**src/rtl/core/association_hypothesis_enumerator_assert.svh**
```systemverilog
// Assertion macros shared by the association hypothesis enumerator RTL.
`ifndef ASSOCIATION_HYPOTHESIS_ENUMERATOR_ASSERT_SVH
`define ASSOCIATION_HYPOTHESIS_ENUMERATOR_ASSERT_SVH

// Check that a condition implies another in the same cycle.
`define AHE_ASSERT_SAME(lbl, ante, cons, msg) \
	lbl: assert property (@(posedge clk) disable iff (!arst_n) (ante) |-> (cons)) \
		else $error(msg);

// Check that a condition implies another in the next cycle.
`define AHE_ASSERT_NEXT(lbl, ante, cons, msg) \
	lbl: assert property (@(posedge clk) disable iff (!arst_n) (ante) |=> (cons)) \
		else $error(msg);

`endif

```
**src/rtl/core/ahe_pkg.sv**
```systemverilog
// Constants, codes and types of the association hypothesis enumerator.
package ahe_pkg;

	localparam int MAX_MEAS   = 16;
	localparam int MAX_TRACKS = 16;
	localparam int MAX_HYP    = 1024;

	localparam int MEAS_W  = 4;
	localparam int TRK_W   = 4;
	localparam int ROW_W   = 16;
	localparam int HYP_W   = 11;
	localparam int CNT_W   = $clog2(MAX_MEAS + 1);
	localparam int TPOS_W  = $clog2(ROW_W + 1);
	localparam int TRK_LIM = (MAX_TRACKS < ROW_W) ? MAX_TRACKS : ROW_W;

	localparam logic [ROW_W-1:0] TRK_MASK = ROW_W'((17'd1 << TRK_LIM) - 17'd1);

	localparam logic [1:0] OP_LOAD  = 2'd0;
	localparam logic [1:0] OP_FETCH = 2'd1;
	localparam logic [1:0] OP_CLEAR = 2'd2;

	localparam logic [2:0] STS_LOADED  = 3'd0;
	localparam logic [2:0] STS_HYP     = 3'd1;
	localparam logic [2:0] STS_CLUTTER = 3'd2;
	localparam logic [2:0] STS_DONE    = 3'd3;
	localparam logic [2:0] STS_OVF     = 3'd4;

	typedef enum logic [1:0] {
		ST_IDLE,
		ST_READ,
		ST_CHECK,
		ST_EMIT
	} fsm_t;

	typedef enum logic [1:0] {
		PH_SINGLE,
		PH_PAIR,
		PH_EXHAUSTED,
		PH_OVERFLOW
	} phase_t;

	typedef struct packed {
		logic             found;
		logic [TRK_W-1:0] idx;
	} pick_t;

	typedef struct packed {
		logic [2:0]        status;
		logic [1:0]        assoc_count;
		logic [MEAS_W-1:0] first_meas;
		logic [TRK_W-1:0]  first_track;
		logic [MEAS_W-1:0] second_meas;
		logic [TRK_W-1:0]  second_track;
		logic [HYP_W-1:0]  hyp_number;
	} res_t;

endpackage

```
**src/rtl/core/ahe_pick.sv**
```systemverilog
// Lowest gated track at or above a start position in one gating row.
module ahe_pick (
	input  logic [ahe_pkg::ROW_W-1:0]  row,
	input  logic [ahe_pkg::TPOS_W-1:0] start,
	output ahe_pkg::pick_t             pick
);

	logic [ahe_pkg::ROW_W-1:0] masked;

	assign masked = row & ahe_pkg::TRK_MASK & ({ahe_pkg::ROW_W{1'b1}} << start);

	always_comb begin
		pick.found = |masked;
		pick.idx   = '0;
		for (int k = ahe_pkg::ROW_W - 1; k >= 0; k--) begin
			if (masked[k]) begin
				pick.idx = ahe_pkg::TRK_W'(k);
			end
		end
	end

endmodule

```
**src/rtl/core/association_hypothesis_enumerator.sv**
```systemverilog
// Top level: gating row memory, hypothesis scan sequencer and result register.
//
//  channel | direction | handshake              | fields
//  req     | in        | req_valid / req_stall  | opcode, meas_index, track_mask, last_row
//  rsp     | out       | rsp_valid / rsp_stall  | status, assoc_count, first/second_*, hyp_number
//
// Load, clear, unused opcodes and a fetch after exhaustion or overflow go from IDLE straight to EMIT;
// no new item is taken until the result leaves res_q for the output register. Other fetches move
// between READ, which reads one row, and CHECK, which priority-encodes it; READ also skips a pair's
// outer row or finds the rows ended. Reset clears the sequencer, the enumeration position and the
// row count; the row memory holds nothing defined until loaded. A new item is taken while the
// previous result waits in the output register; a stalled output holds the sequencer in EMIT.
module association_hypothesis_enumerator (
	input  logic                        clk,
	input  logic                        arst_n,
	input  logic                        req_valid,
	output logic                        req_stall,
	input  logic [1:0]                  opcode,
	input  logic [ahe_pkg::MEAS_W-1:0]  meas_index,
	input  logic [ahe_pkg::ROW_W-1:0]   track_mask,
	input  logic                        last_row,
	output logic                        rsp_valid,
	input  logic                        rsp_stall,
	output logic [2:0]                  status,
	output logic [1:0]                  assoc_count,
	output logic [ahe_pkg::MEAS_W-1:0]  first_meas,
	output logic [ahe_pkg::TRK_W-1:0]   first_track,
	output logic [ahe_pkg::MEAS_W-1:0]  second_meas,
	output logic [ahe_pkg::TRK_W-1:0]   second_track,
	output logic [ahe_pkg::HYP_W-1:0]   hyp_number
);

	logic [ahe_pkg::ROW_W-1:0]  gate_rows_q [ahe_pkg::MAX_MEAS];
	logic [ahe_pkg::ROW_W-1:0]  rd_data_q;

	ahe_pkg::fsm_t              state_q, state_d;
	ahe_pkg::phase_t            phase_q, phase_d;
	logic                       pair_scan_q, pair_scan_d;
	logic [ahe_pkg::CNT_W-1:0]  meas_count_q, meas_count_d;
	logic [ahe_pkg::CNT_W-1:0]  scan_row_q, scan_row_d;
	logic [ahe_pkg::MEAS_W-1:0] outer_meas_q, outer_meas_d;
	logic [ahe_pkg::TPOS_W-1:0] outer_track_q, outer_track_d;
	logic [ahe_pkg::MEAS_W-1:0] inner_meas_q, inner_meas_d;
	logic [ahe_pkg::TPOS_W-1:0] inner_track_q, inner_track_d;
	logic [ahe_pkg::HYP_W-1:0]  hyp_counter_q, hyp_counter_d;
	ahe_pkg::res_t              res_q, res_d;
	ahe_pkg::res_t              out_q;
	logic                       rsp_valid_q;

	logic                       mem_we;
	logic                       emit;
	ahe_pkg::res_t              cand;
	logic [ahe_pkg::TPOS_W-1:0] pick_start;
	logic [ahe_pkg::TPOS_W-1:0] pair_base;
	ahe_pkg::pick_t             pick;
	logic                       out_load;

	assign req_stall = (state_q != ahe_pkg::ST_IDLE);
	assign out_load  = (state_q == ahe_pkg::ST_EMIT) && (!rsp_valid_q || !rsp_stall);

	always_ff @(posedge clk) begin
		if (mem_we) begin
			gate_rows_q[meas_index] <= track_mask;
		end
		rd_data_q <= gate_rows_q[scan_row_q[ahe_pkg::MEAS_W-1:0]];
	end

	assign pair_base = outer_track_q + ahe_pkg::TPOS_W'(1);

	always_comb begin
		if (pair_scan_q) begin
			pick_start = pair_base;
			if (scan_row_q == {1'b0, inner_meas_q} && inner_track_q > pair_base) begin
				pick_start = inner_track_q;
			end
		end else if (scan_row_q == {1'b0, outer_meas_q}) begin
			pick_start = outer_track_q;
		end else begin
			pick_start = '0;
		end
	end

	ahe_pick u_pick (
		.row   (rd_data_q),
		.start (pick_start),
		.pick  (pick)
	);

	always_comb begin
		state_d       = state_q;
		phase_d       = phase_q;
		pair_scan_d   = pair_scan_q;
		meas_count_d  = meas_count_q;
		scan_row_d    = scan_row_q;
		outer_meas_d  = outer_meas_q;
		outer_track_d = outer_track_q;
		inner_meas_d  = inner_meas_q;
		inner_track_d = inner_track_q;
		hyp_counter_d = hyp_counter_q;
		res_d         = res_q;
		mem_we        = 1'b0;
		emit          = 1'b0;
		cand          = '0;
		case (state_q)
			ahe_pkg::ST_IDLE: begin
				if (req_valid) begin
					res_d        = '0;
					res_d.status = ahe_pkg::STS_LOADED;
					state_d      = ahe_pkg::ST_EMIT;
					case (opcode)
						ahe_pkg::OP_LOAD, ahe_pkg::OP_CLEAR: begin
							if (opcode == ahe_pkg::OP_CLEAR) begin
								meas_count_d = '0;
							end else if ({1'b0, meas_index} <
									ahe_pkg::CNT_W'(ahe_pkg::MAX_MEAS)) begin
								mem_we = 1'b1;
								if (last_row) begin
									meas_count_d = ahe_pkg::CNT_W'(meas_index) +
										ahe_pkg::CNT_W'(1);
								end
							end
							phase_d       = ahe_pkg::PH_SINGLE;
							outer_meas_d  = '0;
							outer_track_d = '0;
							inner_meas_d  = '0;
							inner_track_d = '0;
							hyp_counter_d = '0;
						end
						ahe_pkg::OP_FETCH: begin
							case (phase_q)
								ahe_pkg::PH_OVERFLOW: begin
									res_d.status     = ahe_pkg::STS_OVF;
									res_d.hyp_number = hyp_counter_q;
								end
								ahe_pkg::PH_EXHAUSTED: begin
									res_d.status     = ahe_pkg::STS_DONE;
									res_d.hyp_number = hyp_counter_q;
								end
								ahe_pkg::PH_PAIR: begin
									scan_row_d  = {1'b0, inner_meas_q};
									pair_scan_d = 1'b1;
									state_d     = ahe_pkg::ST_READ;
								end
								default: begin
									scan_row_d  = {1'b0, outer_meas_q};
									pair_scan_d = 1'b0;
									state_d     = ahe_pkg::ST_READ;
								end
							endcase
						end
						default: begin
							res_d.status = ahe_pkg::STS_LOADED;
						end
					endcase
				end
			end
			ahe_pkg::ST_READ: begin
				if (scan_row_q >= meas_count_q) begin
					if (pair_scan_q) begin
						outer_track_d = outer_track_q + ahe_pkg::TPOS_W'(1);
						phase_d       = ahe_pkg::PH_SINGLE;
						pair_scan_d   = 1'b0;
						scan_row_d    = {1'b0, outer_meas_q};
					end else begin
						phase_d     = ahe_pkg::PH_EXHAUSTED;
						emit        = 1'b1;
						cand.status = ahe_pkg::STS_CLUTTER;
						state_d     = ahe_pkg::ST_EMIT;
					end
				end else if (pair_scan_q && scan_row_q == {1'b0, outer_meas_q}) begin
					scan_row_d = scan_row_q + ahe_pkg::CNT_W'(1);
				end else begin
					state_d = ahe_pkg::ST_CHECK;
				end
			end
			ahe_pkg::ST_CHECK: begin
				if (pick.found) begin
					emit        = 1'b1;
					cand.status = ahe_pkg::STS_HYP;
					state_d     = ahe_pkg::ST_EMIT;
					if (pair_scan_q) begin
						inner_meas_d      = scan_row_q[ahe_pkg::MEAS_W-1:0];
						inner_track_d     = {1'b0, pick.idx} + ahe_pkg::TPOS_W'(1);
						cand.assoc_count  = 2'd2;
						cand.first_meas   = outer_meas_q;
						cand.first_track  = outer_track_q[ahe_pkg::TRK_W-1:0];
						cand.second_meas  = scan_row_q[ahe_pkg::MEAS_W-1:0];
						cand.second_track = pick.idx;
					end else begin
						outer_meas_d     = scan_row_q[ahe_pkg::MEAS_W-1:0];
						outer_track_d    = {1'b0, pick.idx};
						inner_meas_d     = '0;
						inner_track_d    = {1'b0, pick.idx} + ahe_pkg::TPOS_W'(1);
						phase_d          = ahe_pkg::PH_PAIR;
						cand.assoc_count = 2'd1;
						cand.first_meas  = scan_row_q[ahe_pkg::MEAS_W-1:0];
						cand.first_track = pick.idx;
					end
				end else begin
					scan_row_d = scan_row_q + ahe_pkg::CNT_W'(1);
					state_d    = ahe_pkg::ST_READ;
				end
			end
			ahe_pkg::ST_EMIT: begin
				if (out_load) begin
					state_d = ahe_pkg::ST_IDLE;
				end
			end
			default: begin
				state_d = ahe_pkg::ST_IDLE;
			end
		endcase
		if (emit) begin
			if (hyp_counter_q >= ahe_pkg::HYP_W'(ahe_pkg::MAX_HYP)) begin
				phase_d          = ahe_pkg::PH_OVERFLOW;
				res_d            = '0;
				res_d.status     = ahe_pkg::STS_OVF;
				res_d.hyp_number = hyp_counter_q;
			end else begin
				res_d            = cand;
				res_d.hyp_number = hyp_counter_q;
				hyp_counter_d    = hyp_counter_q + ahe_pkg::HYP_W'(1);
			end
		end
	end

	always_ff @(posedge clk or negedge arst_n) begin
		if (!arst_n) begin
			state_q       <= ahe_pkg::ST_IDLE;
			phase_q       <= ahe_pkg::PH_SINGLE;
			pair_scan_q   <= 1'b0;
			meas_count_q  <= '0;
			outer_meas_q  <= '0;
			outer_track_q <= '0;
			inner_meas_q  <= '0;
			inner_track_q <= '0;
			hyp_counter_q <= '0;
			rsp_valid_q   <= 1'b0;
		end else begin
			state_q       <= state_d;
			phase_q       <= phase_d;
			pair_scan_q   <= pair_scan_d;
			meas_count_q  <= meas_count_d;
			outer_meas_q  <= outer_meas_d;
			outer_track_q <= outer_track_d;
			inner_meas_q  <= inner_meas_d;
			inner_track_q <= inner_track_d;
			hyp_counter_q <= hyp_counter_d;
			if (out_load) begin
				rsp_valid_q <= 1'b1;
			end else if (!rsp_stall) begin
				rsp_valid_q <= 1'b0;
			end
		end
	end

	always_ff @(posedge clk) begin
		scan_row_q <= scan_row_d;
		res_q      <= res_d;
		if (out_load) begin
			out_q <= res_q;
		end
	end

	assign rsp_valid    = rsp_valid_q;
	assign status       = out_q.status;
	assign assoc_count  = out_q.assoc_count;
	assign first_meas   = out_q.first_meas;
	assign first_track  = out_q.first_track;
	assign second_meas  = out_q.second_meas;
	assign second_track = out_q.second_track;
	assign hyp_number   = out_q.hyp_number;

`include "association_hypothesis_enumerator_assert.svh"

	`AHE_ASSERT_SAME(a_check_in_range, state_q == ahe_pkg::ST_CHECK,
		scan_row_q < meas_count_q, "row check beyond loaded rows")
	`AHE_ASSERT_SAME(a_ovf_count, phase_q == ahe_pkg::PH_OVERFLOW,
		hyp_counter_q == ahe_pkg::HYP_W'(ahe_pkg::MAX_HYP), "overflow without full count")
	`AHE_ASSERT_SAME(a_pair_order,
		rsp_valid && status == ahe_pkg::STS_HYP && assoc_count == 2'd2,
		second_track > first_track && second_meas != first_meas, "bad pairing order")
	`AHE_ASSERT_NEXT(a_count_grows, state_q != ahe_pkg::ST_IDLE,
		hyp_counter_q >= $past(hyp_counter_q), "hypothesis count fell during a fetch")

endmodule

```
**config.mk**
```make
export PLATFORM = sky130hd
export DESIGN_NAME = association_hypothesis_enumerator
export DESIGN_NICKNAME = d
export VERILOG_FILES = /design/src/rtl/core/ahe_pkg.sv /design/src/rtl/core/ahe_pick.sv /design/src/rtl/core/association_hypothesis_enumerator.sv
export VERILOG_INCLUDE_DIRS = /design/src /design/src/rtl/core
export SDC_FILE = /design/constraint.sdc
export NUM_CORES = 1
export LEC_CHECK = 0
export BUFFER_PORTS_ARGS = -buffer_cell sky130_fd_sc_hd__buf_2
export CAP_MARGIN = 20
export CORE_MARGIN = 10
export CORE_UTILIZATION = 47
export CTS_CLUSTER_SIZE = 8
export DETAILED_ROUTE_END_ITERATION = 8
export GPL_ROUTABILITY_DRIVEN = 0
export PLACE_DENSITY_LB_ADDON = 0.12
export SYNTH_ARGS = -nofsm -noshare
export SYNTH_HDL_FRONTEND = slang
export SYNTH_HIERARCHICAL = 1
export SYNTH_SLANG_ARGS = --single-unit
```
**constraint.sdc**
```tcl
create_clock -name clk -period 6.4 [get_ports clk]
set_input_delay 0.64 -clock clk [delete_from_list [all_inputs] [get_ports clk]]
set_output_delay 0.64 -clock clk [all_outputs]
set_load 0.005 [all_outputs]
```
Word level (Yosys, flattened, before mapping)
Memories as Yosys holds them, arrays and structs flattened. A register that Yosys moved wholly into a read port is not among the register bits.
Index checks and enable logic that the tools add are counted.
W data, S select, Z words.
{ "totals": {"inputBits": 27, "wordCells": 188, "regBits": 109, "n_memories": 1, "ramBits": 256} }
{ "op_classes": {"n_bitwise": 1, "n_eq_ne": 25, "n_mux": 101, "add_sub_neg": 5, "n_reduce_logical": 26, "magnitude_cmp": 3, "shifts": 1} }
{ "mem_list": {"columns": ["name", "depth", "width", "rd", "rd_ports_with_merged_regs", "wr", "line", "source"], "rows": [
  ["gate_rows_q", 16, 16, 1, 1, 1, "association_hypothesis_enumerator.sv:33", "logic [ahe_pkg::ROW_W-1:0] gate_rows_q [ahe_pkg::MAX_MEAS];"]
]} }
{ "op_table": {"columns": ["cell", "count"], "rows": [
  ["$mux W32", 4],
  ["$mux W5", 18],
  ["$mux W4", 22],
  ["$mux W11", 7],
  ["$mux W2", 18],
  ["$pmux W5 S3", 2],
  ["$pmux W5 S2", 2],
  ["$mux W19", 1],
  ["$mux W18", 1],
  ["$and A16 B16 Y16", 1],
  ["$ne A2 B2 Y1 const B", 8],
  ["$pmux W4 S2", 2],
  ["$reduce_or A16 Y1", 1],
  ["$shl A16 B5 Y16 const A", 1],
  ["$mux W1", 14],
  ["$reduce_and A7 Y1", 2],
  ["$ne A3 B3 Y1 const B", 4],
  ["$pmux W3 S2", 2],
  ["$reduce_and A4 Y1", 3],
  ["$reduce_bool A2 Y1", 6],
  ["$add A11 B1 Y11 const B", 1],
  ["$ge A11 B11 Y1 const B", 1],
  ["$add A4 B1 Y5 const B", 2],
  ["$add A5 B1 Y5 const B", 2],
  ["other kinds (20)", 37]
]} }

Longest topological paths before layout
Gate-level depths: netlist (run 1).
{ "depth": {"ltp_word": 28, "depth_mapped": 24, "depth_no_buf": 21} }

Hierarchy
The synthesis (run 1) kept the hierarchy.
{ "modules_own_cells": {"columns": ["module", "area_each_um2", "n_inst", "seq_area_each_um2", "cells_each"], "rows": [
  ["association_hypothesis_enumerator", 15574.9, 1, 11080.6, 981],
  ["ahe_pick", 440.4, 1, 0.0, 74]
]} }

Worst setup path before layout (run 1)
No wires, ideal clock.
{ "synth_timing": {"kind": "register -> register", "start": "register outer_track_q[0] in the netlist's numbering", "end": "register scan_row_q[0] in the netlist's numbering (enable)", "required_ps": 6002, "stages_incl_launch_ff": 18, "synth_period_minus_slack_ps": 5150, "setup_time_ps": 398, "path_slack_ps": 1250, "t_arrival_ps": 4752, "cell_sequence": "dfrtp_1 > ha_1 > nand3_1 > xor2_1 > ha_1 > and3_1 > a21oi_1 > a21oi_1 > buf_4 > o311ai_0 > buf_6 > nand3_2 > a31oi_1 > nand2_1 > or4_1 > and2_1 > clkbuf_1 > a2111oi_0"} }
{ "synth_lines": {"columns": ["element", "line", "source"], "rows": [
  ["from (decl)", "association_hypothesis_enumerator.sv:42", "logic [ahe_pkg::TPOS_W-1:0] outer_track_q, outer_track_d;"],
  ["from (signal assigned)", "association_hypothesis_enumerator.sv:245", "outer_track_q <= outer_track_d;"],
  ["to (signal assigned)", "association_hypothesis_enumerator.sv:258", "scan_row_q <= scan_row_d;"],
  ["to (decl)", "association_hypothesis_enumerator.sv:40", "logic [ahe_pkg::CNT_W-1:0] scan_row_q, scan_row_d;"]
]} }

==> flow_metrics.tcl, run 1 <==
set metrics [dict create \
    area_share_of_the_leading_cell_type_in_the_synthesized_netlist_pct 60.9 \
    r2r_slack_ns 0.49 \
    synth.yosys.seq_area_share_pct 69.2 \
    crit_required_ns 6.86 \
    syn_inst 1055 \
    worstSetupPathType "reg -> reg" \
    die_h_um 205 \
    yosys_warnings 6 \
    final_total_pwr_w 0.00843 \
    finalCriticalPeriod_ns 5.91 \
    yosys.area.top_type "edfxtp_1" \
    global_route.usage.total_pct 17.1 \
    number_of_global_route_vias_before_repair 9295 \
    starting_density_pct 47.6 \
    finalMaxSlewViolations 0 \
    worst_pin_slew_ns 1.00 \
    max_freq_mhz 169 \
    grt_start_max_net_pins 105 \
    cts-buffers-inserted 53 \
    synth_nets 1105 \
    worstReg2RegStart "outer_track_q[0]$_DFFE_PN0P_" \
    detail_route.drc_violations 0 \
    viasPerCell 5.56 \
    regArea_um2 11100 \
    detail_route.wl_per_cell_um 21.6 \
    static-leakage-power_nw 6.59 \
    cap_violations 0 \
    final.period_utilization_pct 92.3 \
    dpl-instance-area_um2 16800 \
    clk_transition_reported_paths_ns 0.05 \
    top_level_ports 61 \
    synth.lib_cells_used.distinct 70 \
    finalCoreUtilization_pct 54.8 \
    synth.ff_latch_count 381 \
    routed-via-count 9119 \
    drt-total-wl_um 35300 \
    synth_top_flop_cell "edfxtp_1" \
    multi_input_area_um2 4560 \
    cts.hold.buffers_added 0 \
    synth_enable_flop_cells 325 \
    core.rowCount 67 \
    core_area_um2 33600 \
    detailed_place_hpwl_um 20200 \
    floorplan.die.width_um 205 \
    synth_area_leaders "edfxtp_1 61%, dfrtp_1 6.3%, mux4_2 4.5%" \
    clk_latency_ns 0.58 \
    nNetsFinal 1198 \
    cts_sinks 381 \
    reg2reg_to "hyp_counter_q[5]$_DFF_PN0_" \
    first_pass_grt_wire_length_um 55100 \
    postSynth.asyncResetShare_pct 10.5 \
    post_cts_buffers 0 \
    final_layout_size_suffix_gt1_share_pct 19.4 \
    drt_iter0_drc 706 \
    antenna_violating_nets_post_route 0 \
    cts_root_buf "clkbuf_16" \
    detailedRoute.firstPassIterationCount 5 \
    placement.io_buffers 60 \
    path_max_fanout 12 \
    die_area_um2 41900 \
    fill_cells 2759 \
    htree_num_levels 2 \
    setup_repair_after_global_routing_missed_its_margin "false" \
    status "complete, no violations" \
    grt_remaining_overflow 0 \
    final-hold-violation-count 0 \
    area.growth.synth_to_final_pct 15.0 \
    slew_headroom_pct 32.7 \
    timing.critical_path.to_type "flop" \
    syn_avg_cell_area_um2 15.2 \
    min_path_type "in -> async" \
    power.ir.vdd_worst_uv 345 \
    worstSetupStartpoint "outer_track_q[0]$_DFFE_PN0P_" \
    syn-cell-area_um2 16000 \
    tritoncts "yes" \
    antenna_found_initial 1 \
    number_of_setup_violations_in_the_final_report 0 \
    timing.clock.skew_ns 0.0155 \
    timing.reg2reg.worst_path_depth 20 \
    worst_ep_arrival_time_ns 6.36 \
    worstSetupStartpointType "flop" \
    power_per_cell_area_nw_per_um2 458 \
    max-clock-path-buffers 3 \
    setup-tns-final_ns 0 \
    layout.cell_area.non_filler_um2 18400 \
]
[worst max-delay path by stage]
stage                            endpoint  slack [ns]  cells after the start
6_report       hyp_counter_q[5]$_DFF_PN0_        0.49                     20
5_1_grt        hyp_counter_q[5]$_DFF_PN0_        0.11                     20
4_1_cts        hyp_counter_q[5]$_DFF_PN0_        0.36                     20
3_5_place_dp   hyp_counter_q[5]$_DFF_PN0_        0.40                     20
3_3_place_gp   hyp_counter_q[5]$_DFF_PN0_        0.58                     20
2_1_floorplan     scan_row_q[0]$_DFFE_PP_        1.25                     17
[Yosys cell counts (all sizes together) (3+ instances only)]
cell type / count
nor3b: 3
nor2: 43
or2: 3
a21o: 3
dfrtp: 40
o21ai: 63
a22oi: 18
ha: 23
or3: 3
dfxtp: 16
xor2: 9
o22ai: 5
a22o: 8
nand2: 80
and3: 15
mux2: 20
and2: 14
buf: 29
nor2b: 11
a2bb2oi: 4
o311ai: 5
clkbuf: 25
xnor2: 10
a32oi: 5
nand4: 7
o31ai: 4
a21boi: 5
a21oi: 40
a31oi: 4
inv: 33
edfxtp: 325
nor3: 8
o221ai: 4
mux2i: 65
mux4: 32
a221oi: 17
nand3: 30
nand2b: 5
[layout make-up]
cell class	instances	area share [%]
diodes	1	0.0136
clock buffers	96	8.13
clock inverters	2	0.217
inverters	33	0.672
multi-input cells	587	24.7
flip-flops and latches	381	60.1
well taps	448	3.04
repair buffers	92	3.04
[per-stage QoR]
step                worst slack (ns)  hold WS (ns)  cells
floorplan                       1.25         0.344   1055
global placement               0.581         0.400   1537
detailed placement             0.404         0.405   1538
CTS                            0.359         0.241   1636
global route                   0.106         0.292   1639
finish                         0.491         0.227   1640
[state kept, by name, summed over array words and instances (netlist names)]
register,cells
status,3
scan_row_q,5
outer_track_q,5
assoc_count,2
second_track,4
hyp_number,11
gate_rows_q,256
inner_meas_q,4
second_meas,4
first_track,4
rsp_valid,1
phase_q,2
outer_meas_q,4
res_q,32
rd_data_q,16
first_meas,4
meas_count_q,5
inner_track_q,5
hyp_counter_q,11
pair_scan_q,1
state_q,2
[repair_timing]
action,CTS,global route
resized for setup,0,1
hold endpoints to repair,0,0
setup endpoints to repair,0,1
[cell usage in the layout, fill, tap and decap left out, types with 31 or more instances in the layout]
master / n
mux2i_1: 65
buf_2: 62
mux4_2: 32
inv_1: 33
nor2_1: 31
clkbuf_16: 53
nand2_1: 79
clkbuf_1: 42
a21oi_1: 38
edfxtp_1: 325
dfrtp_1: 40
o21ai_0: 58
[report_power, final]
group / total (W) / switching (W) / internal (W)
clock network: 0.00257 / 0.00101 / 0.00157
registers: 0.00335 / 0.000189 / 0.00316
logic: 0.00252 / 0.00155 / 0.000967
[logic make-up after synthesis]
logic type,synth area share [%]
buffers and inverters,2.76
adders and majority gates,1.80
AOI/OAI and AO/OA,8.34
and+or+nand+nor,6.91
xor gates and xnor gates,1.04
DFF,69.2
muxes,9.97
[critical path, stage by stage, from the launching register on]
cell	delay, ns
dfrtp_1	0.45
ha_1	0.28
nand3_1	0.12
xor2_1	0.26
ha_1	0.30
and3_1	0.16
a311oi_1	0.28
nand4_1	0.15
a21oi_2	0.35
a32oi_1	0.17
o211ai_1	0.50
o21ai_1	0.20
a32oi_1	0.32
nand2_1	0.13
or4_1	0.63
nand3_1	0.14
o31ai_2	0.09
a21oi_2	0.42
nor2_1	0.31
nand4_1	0.19
mux2_2	0.34
[layer usage]
metal / vias up / GRT usage (%) / share of wire (%) / wire length [um]
li1: 4292 / - / - / -
met1: 4570 / 21.9 / 44 / 15500
met2: 201 / 28.6 / 49 / 17300
met3: 56 / 3.10 / 4.6 / 1630
met4: 0 / 6.16 / 2.5 / 885
met5: - / 0 / 0 / 0
No activity file was read; power rests on OpenSTA's default activity.
==> run 2: changes to the inputs <==
--- a/config.mk
+++ b/config.mk
@@ -8,7 +8,6 @@
 export LEC_CHECK = 0
 export BUFFER_PORTS_ARGS = -buffer_cell sky130_fd_sc_hd__buf_2
 export CAP_MARGIN = 20
-export CORE_MARGIN = 10
 export CORE_UTILIZATION = 47
 export CTS_CLUSTER_SIZE = 8
 export DETAILED_ROUTE_END_ITERATION = 8
==> run 2 against run 1 <==
  * Worst setup slack better by 0.25 ns
  * Global-route usage is 2.9 points higher
  * Cell count is 0.49% lower
  * Largest power group unchanged
  * Worst hold slack better by 0.11 ns
  * Die area is 17% lower
==> flow_metrics.tcl, run 2 (synthesis results as in run 1) <==
set metrics [dict create \
    htree_num_levels 2 \
    first_pass_grt_wire_length_um 53000 \
    final_total_pwr_w 0.00835 \
    detailedRoute.firstPassIterationCount 5 \
    final.period_utilization_pct 88.5 \
    setup_repair_after_global_routing_missed_its_margin "false" \
    cts-buffers-inserted 53 \
    biggestRegsByFlops "gate_rows_q: 256 flops, res_q: 32 flops, rd_data_q: 16 flops" \
    reg2reg_to "hyp_counter_q[5]$_DFF_PN0_" \
    r2r_slack_ns 0.74 \
    slew_headroom_pct 29.3 \
    area.growth.synth_to_final_pct 15.1 \
    floorplan.die.width_um 187 \
    core_area_um2 33500 \
    grt_remaining_overflow 0 \
    min_to "rsp_valid$_DFFE_PN0P_" \
    core.rowCount 67 \
    cp_slowest_stage_delay_ns 0.67 \
    die_area_um2 34800 \
    worst_ep_arrival_time_ns 6.12 \
    timing.clock.skew_ns 0.0226 \
    worstReg2RegStart "outer_track_q[0]$_DFFE_PN0P_" \
    worst_pin_slew_ns 1.06 \
    max_freq_mhz 177 \
    cts_root_buf "clkbuf_16" \
    worstHoldStart "rsp_stall" \
    crit_required_ns 6.86 \
    cts_sinks 381 \
    power.ir.vdd_worst_uv 242 \
    min_path_type "in -> reg" \
    finalCriticalPeriod_ns 5.66 \
    insertedDiodeCount 0 \
    detail_route.drc_violations 0 \
    worst_path_max_delay_cell "or4_1" \
    final-hold-violation-count 0 \
    die_h_um 187 \
    worstSetupPathType "reg -> reg" \
    clk_transition_reported_paths_ns 0.05 \
    viasPerCell 5.56 \
    postLayoutSetupSlackWorst_ns 0.739 \
    starting_density_pct 47.8 \
    grt_start_max_net_pins 105 \
    number_of_setup_violations_in_the_final_report 0 \
    final_layout_size_suffix_gt1_share_pct 19.5 \
    nNetsFinal 1199 \
    detailed_place_hpwl_um 19500 \
    static-leakage-power_nw 6.60 \
    finalMaxSlewViolations 0 \
    place_ws_ns 0.615 \
    post_cts_buffers 0 \
    antenna_violating_nets_post_route 0 \
    detail_route.wl_per_cell_um 20.8 \
    drt-total-wl_um 34000 \
    clk_latency_ns 0.59 \
    dpl.cell_count 1538 \
    antenna_found_initial 1 \
    power_per_cell_area_nw_per_um2 453 \
    crit_buf_inv 1 \
    placement.io_buffers 60 \
    most_frequent_standard_cell_in_the_layout_excluding_fill_and_tap_cells "edfxtp_1" \
    top_level_ports 61 \
    path_max_fanout 12 \
    tritoncts "yes" \
    drt_iter0_drc 609 \
    max-clock-path-buffers 3 \
    hold_path_depth 2 \
    reg_with_most_ffs "gate_rows_q" \
    worstSetupStartpointType "flop" \
    routed-via-count 9077 \
    timing.reg2reg.worst_path_depth 21 \
    commonest_cells_after_routing_fill_and_taps_aside "325 x edfxtp_1, 79 x nand2_1, 65 x mux2i_1" \
    critical_path.cell_chain "ha_1 > nand3_1 > xor2_1 > ha_1 > and3_1 > a311oi_1 > nand4_1 > a21oi_2 > a32oi_1 > o211ai_1 > o21ai_1 > a32oi_1 > nand2_1 > or4_1 > nand3_1 > o31ai_2 > a21oi_2 > buf_4 > nor2_1 > nand4_1 > mux2_2" \
    timing.critical_path.to_type "flop" \
    cap_violations 0 \
    setup-tns-final_ns 0 \
    critPathTopFamily "compound AO/OA/AOI/OAI gates" \
    layout.cells.non_filler 1632 \
    status "complete, no violations" \
    global_route.usage.total_pct 20.0 \
    number_of_global_route_vias_before_repair 9209 \
    largest_register_ffs 256 \
]
run 2: cell types whose count changed in the layout (fill, tap and decap cells not counted), sizes merged:
cell,change
clkinv,+3
dlygate4sd3,+1
inv,-1
diode,-1
clkbuf,-10
run 2: how the worst max path moves through the flow:
stage / start / to / depth (start not counted)
detailed placement: outer_track_q[0]$_DFFE_PN0P_ / hyp_counter_q[5]$_DFF_PN0_ / 21
global placement: outer_track_q[0]$_DFFE_PN0P_ / hyp_counter_q[5]$_DFF_PN0_ / 21
CTS: outer_track_q[0]$_DFFE_PN0P_ / hyp_counter_q[5]$_DFF_PN0_ / 21
global route: outer_track_q[0]$_DFFE_PN0P_ / hyp_counter_q[5]$_DFF_PN0_ / 21
floorplan: outer_track_q[0]$_DFFE_PN0P_ / scan_row_q[0]$_DFFE_PP_ / 17
finish: outer_track_q[0]$_DFFE_PN0P_ / hyp_counter_q[5]$_DFF_PN0_ / 21
run 2: what timing repair did:
| item | 4_1_cts | 5_1_grt |
|---|---|---|
| endpoints found under the hold margin | 0 | 10 |
| hold buffers | 0 | 1 |
| gates resized for setup | 0 | 1 |
| endpoints found under the setup margin | 0 | 9 |
run 2: layout make-up:
cell class / count / area, um2
Tap cell: 448 / 561
Clock inverter: 4 / 83.8
Inverter: 33 / 124
Clock buffer: 86 / 1450
Fill cell: 2726 / 15100
Sequential cell: 381 / 11100
Multi-Input combinational cell: 587 / 4560
Timing Repair Buffer: 93 / 577
run 2: power by group:
group | switching [W] | internal [W]
clock network | 0.00101 | 0.00154
logic | 0.00150 | 0.000962
registers | 0.000189 | 0.00316
run 2: metrics by stage:
step	cell area (um2)	util [%]	hold slack, ns
6_report	18400	55.0	0.340
5_1_grt	18400	55.0	0.349
4_1_cts	18400	54.8	0.248
3_5_place_dp	16800	50.2	0.405
3_3_place_gp	16800	50.2	0.401
2_1_floorplan	16000	-	0.344
run 2: layer usage:
metal	track usage (%)	vias to the layer above	routed length, um
met4	6.40	0	781
met5	0	-	0
met3	3.23	64	1460
met2	35.3	236	17300
li1	-	4262	-
met1	25.1	4515	14400
==> run 3: changes to the inputs <==
--- a/config.mk
+++ b/config.mk
@@ -9,6 +9,7 @@
 export BUFFER_PORTS_ARGS = -buffer_cell sky130_fd_sc_hd__buf_2
 export CAP_MARGIN = 20
 export CORE_UTILIZATION = 47
+export CTS_BUF_LIST = sky130_fd_sc_hd__clkbuf_2 sky130_fd_sc_hd__clkbuf_4 sky130_fd_sc_hd__clkbuf_8
 export CTS_CLUSTER_SIZE = 8
 export DETAILED_ROUTE_END_ITERATION = 8
 export GPL_ROUTABILITY_DRIVEN = 0
==> run 3 against run 2 <==
  * Combinational power is essentially flat
  * Die area unchanged
  * Cell count increased by 1.6%
  * Clock power shrank 16%
  * First-iteration DRC count down 3.8%
  * Critical path type unchanged
  * Critical endpoint is now outer_meas_q[1]$_DFFE_PN0P_
==> flow_metrics.tcl, run 3 (synthesis results as in run 1) <==
set metrics [dict create \
    max_freq_mhz 172 \
    drt_iter0_drc 586 \
    layout.cell_area.non_filler_um2 18200 \
    biggestRegsByFlops "gate_rows_q: 256 flops, res_q: 32 flops, rd_data_q: 16 flops" \
    viasPerCell 5.52 \
    worst_ep_arrival_time_ns 6.34 \
    largest_register_ffs 256 \
    fill_cells 2758 \
    finalCriticalPeriod_ns 5.82 \
    core_area_um2 33500 \
    reg2reg_to "outer_meas_q[1]$_DFFE_PN0P_" \
    placement.io_buffers 60 \
    floorplan.die.width_um 187 \
    detail_route.wl_per_cell_um 20.6 \
    crit_required_ns 6.91 \
    slew_headroom_pct 28.4 \
    finalMaxSlewViolations 0 \
    min_to "rsp_valid$_DFFE_PN0P_" \
    worst_pin_slew_ns 1.07 \
    critical_path.cell_chain "ha_1 > nand3_1 > xor2_1 > ha_1 > and3_1 > a311oi_1 > nand4_1 > a21oi_1 > a32oi_1 > o211ai_1 > o21ai_1 > a32oi_1 > nand2_1 > or4_1 > and2_1 > o21ai_1 > buf_4 > nor2_1 > a22o_1 > a22o_1" \
    static-leakage-power_nw 6.57 \
    cts_sinks 381 \
    r2r_slack_ns 0.58 \
    cap_violations 0 \
    critPathTopFamily "compound AO/OA/AOI/OAI gates" \
    setup_repair_after_global_routing_missed_its_margin "false" \
    timing.reg2reg.worst_path_depth 20 \
    path_max_fanout 20 \
    timing.critical_path.to_type "flop" \
    drt-total-wl_um 34100 \
    crit_buf_inv 1 \
    layout.cells.non_filler 1658 \
    worstSetupStartpointType "flop" \
    dpl-instance-area_um2 16800 \
    core.rowCount 67 \
    grt_remaining_overflow 0 \
    fin_hold_ws_ns 0.288 \
    status "complete, no violations" \
    clk_latency_ns 0.64 \
    cts_root_buf "clkbuf_8" \
    cp_slowest_stage_delay_ns 0.67 \
    starting_density_pct 47.8 \
    htree_num_levels 2 \
    antenna_found_initial 1 \
    die_area_um2 34800 \
    grt_start_max_net_pins 105 \
    nNetsFinal 1207 \
    top_level_ports 61 \
    power.ir.vdd_worst_uv 250 \
    global_route.usage.total_pct 19.8 \
    cts.hold.buffers_added 0 \
    min_path_type "in -> reg" \
    worstReg2RegStart "outer_track_q[0]$_DFFE_PN0P_" \
    hold_path_depth 2 \
    setup-tns-final_ns 0 \
    die_h_um 187 \
    commonest_cells_after_routing_fill_and_taps_aside "325 x edfxtp_1, 79 x nand2_1, 70 x clkbuf_8" \
    area.growth.synth_to_final_pct 13.5 \
    power_per_cell_area_nw_per_um2 437 \
    tritoncts "yes" \
    clk_transition_reported_paths_ns 0.06 \
    worstSetupPathType "reg -> reg" \
    antenna_violating_nets_post_route 0 \
    reg_with_most_ffs "gate_rows_q" \
    post_cts.resized_instances 0 \
    final-hold-violation-count 0 \
    insertedDiodeCount 0 \
    detail_route.drc_violations 0 \
    worstHoldStart "rsp_stall" \
    timing.clock.skew_ns 0.0295 \
    post_cts_buffers 0 \
    dpl.cell_count 1538 \
    final_layout_size_suffix_gt1_share_pct 23.4 \
    detailed_place_hpwl_um 19500 \
    detailedRoute.firstPassIterationCount 5 \
    max-clock-path-buffers 3 \
    cts-buffers-inserted 61 \
    worst_path_max_delay_cell "or4_1" \
    final.period_utilization_pct 91.0 \
    routed-via-count 9153 \
    most_frequent_standard_cell_in_the_layout_excluding_fill_and_tap_cells "edfxtp_1" \
    number_of_setup_violations_in_the_final_report 0 \
    first_pass_grt_wire_length_um 52700 \
    number_of_global_route_vias_before_repair 9238 \
]
-- run 3: per-stage QoR --
stage | setup WS [ns] | utilization (%) | power, W
3_3_place_gp | 0.776 | 50.2 | 0.00585
4_1_cts | 0.611 | 54.1 | 0.00802
2_1_floorplan | 1.25 | - | 0.00517
5_1_grt | 0.0521 | 54.2 | 0.00839
3_5_place_dp | 0.615 | 50.2 | 0.00587
6_report | 0.577 | 54.2 | 0.00794
-- run 3: how the worst max path moves through the flow --
| stage | start | to | depth (start not counted) |
|---|---|---|---|
| after floorplan | outer_track_q[0]$_DFFE_PN0P_ | scan_row_q[0]$_DFFE_PP_ | 17 |
| after global placement | outer_track_q[0]$_DFFE_PN0P_ | hyp_counter_q[5]$_DFF_PN0_ | 21 |
| after detailed placement | outer_track_q[0]$_DFFE_PN0P_ | hyp_counter_q[5]$_DFF_PN0_ | 21 |
| after CTS | outer_track_q[0]$_DFFE_PN0P_ | hyp_counter_q[5]$_DFF_PN0_ | 21 |
| after global routing | outer_track_q[0]$_DFFE_PN0P_ | hyp_counter_q[5]$_DFF_PN0_ | 21 |
| final | outer_track_q[0]$_DFFE_PN0P_ | outer_meas_q[1]$_DFFE_PN0P_ | 20 |
-- run 3: where the power goes --
part	switching [W]	internal [W]	total, W
clock network	0.000945	0.00119	0.00213
registers	0.000191	0.00315	0.00334
logic	0.00150	0.000962	0.00246
total	0.00264	0.00530	0.00794
-- run 3: layer usage --
| metal | global-route usage (%) | part of all wire (%) | up-vias |
|---|---|---|---|
| met2 | 34.8 | 51 | 212 |
| li1 | - | - | 4295 |
| met3 | 3.54 | 4.1 | 54 |
| met4 | 5.86 | 1.9 | 0 |
| met1 | 25.1 | 43 | 4592 |
| met5 | 0 | 0 | - |
-- run 3: cell type report --
type                            instances  area, um2  share of cell area [%]
Clock buffer                          101       1200                    6.58
Clock inverter                         15       92.6                   0.509
Inverter                               33        124                   0.681
Multi-Input combinational cell        587       4550                    25.0
Sequential cell                       381      11100                    60.9
Tap cell                              448        561                    3.08
Timing Repair Buffer                   93        577                    3.17
